[config.mk]
export PLATFORM = sky130hd
export DESIGN_NAME = pas_finish
export DESIGN_NICKNAME = d
export VERILOG_FILES = /design/src/sv/pas_pkg.sv /design/src/sv/pas_finish.sv
export SDC_FILE = /design/constraint.sdc
export NUM_CORES = 1
export LEC_CHECK = 0
export ABC_AREA = 1
export BUFFER_PORTS_ARGS = -buffer_cell sky130_fd_sc_hd__buf_2
export CAP_MARGIN = 10
export CORE_MARGIN = 2
export CORE_UTILIZATION = 45
export CTS_CLUSTER_DIAMETER = 60
export CTS_CLUSTER_SIZE = 8
export DETAILED_ROUTE_END_ITERATION = 8
export HOLD_SLACK_MARGIN = 0.12
export PLACE_DENSITY_LB_ADDON = 0.1
export SYNTH_ARGS = -nofsm -noshare
export SYNTH_HDL_FRONTEND = slang
export SYNTH_SLANG_ARGS = --single-unit
[constraint.sdc]
create_clock -name clk -period 3.2 [get_ports clk]
set_input_delay 0.16 -clock clk [delete_from_list [all_inputs] [get_ports clk]]
set_output_delay 0.16 -clock clk [all_outputs]
set_load 0.02 [all_outputs]
[src/sv/pas_pkg.sv]
// shared types and constants for the polarized azimuth sampler
// no dependencies
`default_nettype none
package pas_pkg;
	localparam int XFRAC = 34;
	localparam int BISECT_STEPS_DEF = 22;
	localparam int SINE_TABLE_DEPTH_DEF = 1024;
	localparam logic [30:0] INV_PI_Q32 = 31'd1367130551;
	localparam logic [29:0] INV_45_Q35 = 30'd763549742;
	localparam int HALF_TURN = 4194304;

	// one word in flight through the bisection chain
	typedef struct packed {
		logic [34:0] lo;
		logic [34:0] hi;
		logic [34:0] mid;
		logic [15:0] amag;
		logic        aneg;
		logic        uni;
		logic        sgn;
		logic [15:0] beam;
		logic [23:0] draw;
	} pas_item_t;
endpackage
`default_nettype wire

[src/sv/pas_finish.sv]
// final rounding, sign, beam offset and wrap to minus pi..pi, two stages
// depends on pas_pkg
`default_nettype none
module pas_finish (
	input  wire logic               clk,
	input  wire logic               arst_n,
	input  wire logic               en,
	input  wire logic               in_v,
	input  wire pas_pkg::pas_item_t in_item,
	output logic                    out_v,
	output logic signed [23:0]      azimuth
);
	import pas_pkg::*;

	logic [1:0] v_q;
	logic signed [23:0] az_s1;
	logic signed [24:0] bq_s1;
	logic uni_s1;
	logic signed [23:0] az_s2;

	logic [35:0] sum;
	logic [34:0] mid, rnd;
	logic [22:0] mag;
	logic [15:0] bmag;
	logic [29:0] y;
	logic [58:0] prod;
	logic [23:0] bq;
	logic signed [26:0] s;
	logic signed [26:0] r;
	always_comb begin
		sum = {1'b0, in_item.lo} + {1'b0, in_item.hi};
		mid = sum[35:1];
		rnd = mid + 35'd2048;
		mag = rnd[34:12];
		bmag = in_item.beam[15] ? 16'(-in_item.beam) : in_item.beam;
		y = 30'((31'(bmag) * 31'd32768 + 31'd45) >> 1);
		prod = 59'(y) * 59'(INV_45_Q35);
		bq = 24'(prod >> 35);
		s = 27'(az_s1) + 27'(bq_s1);
		r = 27'($signed(s[22:0]));
		if (s[22:0] == 23'h400000)
			r = (s > 0) ? 27'(HALF_TURN) : -27'(HALF_TURN);
	end

	always_ff @(posedge clk or negedge arst_n) begin
		if (!arst_n) begin
			v_q <= '0;
		end else if (en) begin
			v_q <= {v_q[0], in_v};
		end
	end

	always_ff @(posedge clk) begin
		if (en) begin
			uni_s1 <= in_item.uni;
			if (in_item.uni)
				az_s1 <= 24'(in_item.draw >> 1) - 24'(HALF_TURN);
			else if (in_item.sgn)
				az_s1 <= 24'(mag);
			else
				az_s1 <= -24'(mag);
			bq_s1 <= in_item.beam[15] ? -25'(bq) : 25'(bq);
			az_s2 <= uni_s1 ? az_s1 : 24'(r);
		end
	end

	assign out_v = v_q[1];
	assign azimuth = az_s2;
endmodule
`default_nettype wire

== Yosys cells after proc, flatten, opt, wreduce, memory -nomap -nowiden ==
Cells that the tools add are included.

* Input port bits: 168
* Word-level logic and storage cells: 24
* Output and inout port bits: 25
* ROM bits: 0
* Flip-flop bits (word level): 76
* Memories kept: 0
* RAM bits: 0
* Latch bits: 0

* $add $sub $neg: 8
* Bitwise logic cells: 0
* Equal/unequal tests: 1
* Shift operators: 0
* Divide/modulo/power cells: 0
* Order comparisons: 1
* Multiply operators: 1
* Reductions and logical operators: 0
* Multiplexer cells: 7

{| class="wikitable"
|+ Operators with widths
! operator !! number
|-
| $mux W24 || 6
|-
| $mul A30 B29 Y58 const B || 1
|-
| $add A35 B35 Y36 || 1
|-
| $add A35 B12 Y35 const B || 1
|-
| $add A31 B6 Y31 const B || 1
|-
| $add A24 B25 Y26 || 1
|-
| $gt A26 B1 Y1 const B || 1
|-
| $neg A24 Y25 || 1
|-
| $neg A23 Y24 || 1
|-
| $sub A23 B23 Y24 const B || 1
|-
| $eq A23 B23 Y1 const B || 1
|-
| $mux W16 || 1
|-
| $neg A16 Y16 || 1
|}

== Depth between registers and ports, before layout ==
* Word-level depth: 6
* Depth in mapped cells: 49
* Gate-level depth less buffers: 49

== Worst setup path before layout ==
OpenSTA, ideal clock, no wires.

* Path type: in2reg
* Start: input in_item[24] (netlist bit)
* End: register bq_s1[24] (data pin)
* Arrival: 7670 ps
* Setup time: 253 ps
* Path slack: -4723 ps
* Stages on the path: 43
* Buffers on the path: 0
* Required time: 2947 ps
* Path through: inv_1 -> ha_1 -> inv_1 -> nor3_1 -> inv_1 -> nor3_1 -> inv_1 -> nor2_1 -> inv_1 -> o21ai_0 -> xor2_1 -> ha_1 -> fa_1 -> inv_1 -> fa_1 -> inv_1 -> ha_1 -> inv_1 -> (+7 left out) -> ha_1 -> nand2_1 -> a21oi_1 -> nor2_1 -> o21ai_0 -> or2_2 -> a21o_1 -> xnor2_1 -> ha_1 -> inv_1 -> nor3_1 -> nand3_1 -> nor2_1 -> nand2_1 -> inv_1 -> nand3_1 -> o21ai_1 -> inv_1

* Word-level cells in the longest chain between the ends: 5

{| class="wikitable"
|+ Ends and longest elaborated chain
! item !! line !! source
|-
| start, declared || pas_finish.sv:9 || <nowiki>input wire pas_pkg::pas_item_t in_item,</nowiki>
|-
| $neg A16 Y16 || pas_finish.sv:35 || <nowiki>bmag = in_item.beam[15] ? 16'(-in_item.beam) : in_item.beam;</nowiki>
|-
| $mux W16 (*) || pas_finish.sv:35 ||
|-
| $add A31 B6 Y31 (*) || pas_finish.sv:36 || <nowiki>y = 30'((31'(bmag) * 31'd32768 + 31'd45) >> 1);</nowiki>
|-
| $mul A30 B29 Y58 (*) || pas_finish.sv:37 || <nowiki>prod = 59'(y) * 59'(INV_45_Q35);</nowiki>
|-
| $neg A24 Y25 (*) || pas_finish.sv:62 || <nowiki>bq_s1 <= in_item.beam[15] ? -25'(bq) : 25'(bq);</nowiki>
|-
| end signal, assigned || pas_finish.sv:62 ||
|-
| end, declared || pas_finish.sv:17 || <nowiki>logic signed [24:0] bq_s1;</nowiki>
|}

Every way passes the cells marked *; elsewhere a longest branch is shown, timed or not.
A chain may end at the register's enable or synchronous reset.

== Worst setup path after layout ==
Same ends and word-level chain as after synthesis.

==> metrics.log <==
INFO  metric finalWorstSetupSlack = -4.23 ns
INFO  metric placementRows = 73
INFO  metric postRouteAntennaNets = 0
INFO  metric grt_antenna_before_repair = 0
INFO  metric final.setup.tns = -99.34 ns
INFO  metric netlist_instances = roughly 2500
INFO  metric cts_buffers = 9
INFO  metric syn-cell-area = roughly 0.018 sq mm
INFO  metric cp-endpoint = bq_s1[24]$_SDFFCE_PN0P_
INFO  metric cts_htree_levels = 3
INFO  metric number_of_enable_flip_flop_cells_after_synthesis = 74
INFO  metric rsz_0062_raised_after_global_routing = true
INFO  metric synth_top_area_share = around 21%
INFO  metric synth.top_cells.by_count = sky130_fd_sc_hd__nand2_1 (630), sky130_fd_sc_hd__inv_1 (529), sky130_fd_sc_hd__ha_1 (296)
INFO  metric post-synth-top-area-cell = sky130_fd_sc_hd__ha_1
INFO  metric port-buffer-count = ~140
INFO  metric final_period_minus_worst_setup_slack = about 7.4 ns
INFO  metric dominantRegCellSynth = sky130_fd_sc_hd__edfxtp_1
INFO  metric ff2ff_path_depth = 13
INFO  metric r2r-start = az_s1[2]$_DFFE_PP_
INFO  metric grt_pass1_wl = 88800 um
INFO  metric finalSetupViolations = 25
INFO  metric num_io_pins = 193
INFO  metric hold_violations = 0
INFO  metric final.period_utilization = 232%
INFO  metric synth-warning-count = 0
INFO  metric synth.area.top_cells = sky130_fd_sc_hd__ha_1 (21%), sky130_fd_sc_hd__fa_1 (16%), sky130_fd_sc_hd__nand2_1 (13%), sky130_fd_sc_hd__edfxtp_1 (12%), sky130_fd_sc_hd__inv_1 (11%)
INFO  metric place_ws = -4.82 ns
INFO  metric dpl.hpwl = between 40000 and 50000 um
INFO  metric tritoncts_sink_count = 76
INFO  metric r2r_slack = about 0.25 ns
INFO  metric cts-root-to-sink-buffers = 2
INFO  metric post_synth_num_cell_types = 53
INFO  metric design.die.area = just over 0.04 sq mm
INFO  metric holdWs = between 0.1 and 0.15 ns
INFO  metric detail_route.first_pass.iterations = 5
INFO  metric wirelength = about 57000 um
INFO  metric critical_path_arrival = approximately 7.5 ns
INFO  metric floorplan.core_area = around 0.040 sq mm
INFO  metric worstReg2RegEnd = azimuth[23]$_DFFE_PP_
INFO  metric die_height = 204 um
INFO  metric cp.required = around 3.3 ns
INFO  metric routed_length_per_instance = roughly 15 um
INFO  metric detail_route.vias_per_cell = slightly below 5
INFO  metric grt_util_all_layers = a little over a quarter
INFO  metric worst_pin_slew = 0.765 ns
INFO  metric start_util = between 40 and 50%
INFO  metric yosys.cell_count.top_type = sky130_fd_sc_hd__nand2_1
INFO  metric synth_seq_cells = between 70 and 80
INFO  metric maximum_number_of_pins_on_one_net_before_global_route_repair = 45
INFO  metric maxSlewViolCount = 0
INFO  metric route.detailed.drc = 0
INFO  metric timing.critical_path.from = in_item[24]
INFO  metric clock_latency = ~0.34 ns
INFO  metric sort_of_element_at_the_start_of_the_critical_path = primary input
INFO  metric max_slew_margin = roughly half
INFO  metric initialDrtViolationCount = 869
INFO  metric clkTransAtPathRegs = roughly 0.060 ns
INFO  metric area_growth = 42.1%
INFO  metric final_layout_size_suffix_gt1_share = about a third
INFO  metric setup_cp_type = in -> reg
INFO  metric first_global_vias = 17903
INFO  metric skew = approximately 0.0094 ns
INFO  metric violations_in_the_final_reports = negative setup slack
INFO  metric ys_async_sr_fraction = ~2.6%
INFO  metric antenna-diode-count = 0
INFO  metric synthesis.area_per_instance = between 7 and 8 sq um
INFO  metric placed_cells_incl_taps = approximately 3600
INFO  metric worst_path_most_repeated_cell = sky130_fd_sc_hd__inv_1
INFO  metric cp-end-kind = flop
INFO  metric root_buffer = sky130_fd_sc_hd__clkbuf_16
INFO  metric ys_seq_area_share = 12.7%
INFO  metric run_status = finished, violations left
INFO  metric crit_fanout = 4
INFO  metric fmax = between 100 and 150 MHz
INFO  metric globalplace.congestion = between 0.9 and 1
INFO  metric layoutNonFillerInstCount = between 3000 and 4000
INFO  metric synth_fp_nets = between 3000 and 4000
INFO  metric critical_path.slowest_cell = sky130_fd_sc_hd__fa_1
INFO  metric tritoncts = yes
INFO  metric hold_path.class = in -> async
INFO  metric die_width = 204 um
INFO  metric cap_viol_max_count = 0
INFO  metric remaining_global_route_overflow = 0
INFO  metric num_vias = around 18000
INFO  metric design.final.nets = between 3000 and 4000
INFO  metric crit_path_max_incr_delay = approximately 0.54 ns
==> per-stage QoR <==
step | util [%] | cell area, sq um
2_1_floorplan | - | 18300
3_3_place_gp | 58.5 | 23100
3_5_place_dp | 58.5 | 23100
4_1_cts | 61.3 | 24300
5_1_grt | 64.4 | 25500
6_report | 64.4 | 25500
==> final cells by class <==
cell class              count  area (sq um)
inverters                 550          2080
repair buffers            674          4820
multi-input cells        1868         15300
clock buffers               9           225
clock inverters             7          98.8
flip-flops and latches     76          2270
fillers                  3476         14100
well taps                 525           657
==> what timing repair did <==
item,4_1_cts,5_1_grt
setup endpoints to repair,27,42
gates cloned,0,0
setup buffers,24,26
hold buffers,12,0
resized for setup,115,225
hold endpoints to repair,13,0
pin swaps,41,85
==> worst min path at each step <==
stage	slack [ns]	depth (start not counted)	end
global placement	-0.06	1	v_q[0]$_DFFE_PN0P_
global route	0.13	2	v_q[0]$_DFFE_PN0P_
finish	0.13	2	v_q[0]$_DFFE_PN0P_
floorplan	-0.14	0	v_q[0]$_DFFE_PN0P_
CTS	0.12	2	v_q[0]$_DFFE_PN0P_
detailed placement	-0.05	1	v_q[0]$_DFFE_PN0P_
==> layer usage <==
metal  vias up  GRT usage (%)  share of wire [%]
met3        91           2.84                3.9
met5         -              0                  0
met2       395           46.1                 47
met1      8328           35.4                 45
met4         0           9.41                3.7
li1       9249              -                  -
==> state kept, by name (all words and copies together) (netlist names) <==
name and flops:
azimuth 24, bq_s1 25, uni_s1 1, az_s1 24
v_q 2
==> logic make-up (layout without fill, tap and decap cells) <==
logic type / Yosys count / after routing / share of synthesized area [%]
compound gates: 258 / 258 / 8.16
simple gates: 1071 / 1071 / 25.8
xor+xnor: 102 / 102 / 5.03
flops: 76 / 76 / 12.7
fa+ha+maj: 437 / 437 / 36.4
buf+inv: 567 / 1240 / 11.9
==> critical path: cells and delay by family <==
family	cells	cell delay, ns
buffers and inverters	15	0.95
AND/OR/NAND/NOR	11	1.47
AO/OA/AOI/OAI	5	0.59
adder cells (fa/ha/maj)	11	3.94
XOR/XNOR	2	0.42
==> cell usage in the layout (no fill, tap or decap), drive strengths merged, types with 21 or more instances in the layout <==
| cell type | n |
|---|---|
| nand4 | 32 |
| a21oi | 102 |
| nor3 | 21 |
| nand2 | 654 |
| ha | 296 |
| nand3 | 131 |
| fa | 141 |
| nor2 | 209 |
| buf | 662 |
| edfxtp | 74 |
| xor2 | 76 |
| o21ai | 93 |
| inv | 547 |
| xnor2 | 26 |
Power is left out: the tool's default activity adds up to more than one toggle a clock period on the data nets, which glitch-free logic cannot reach.
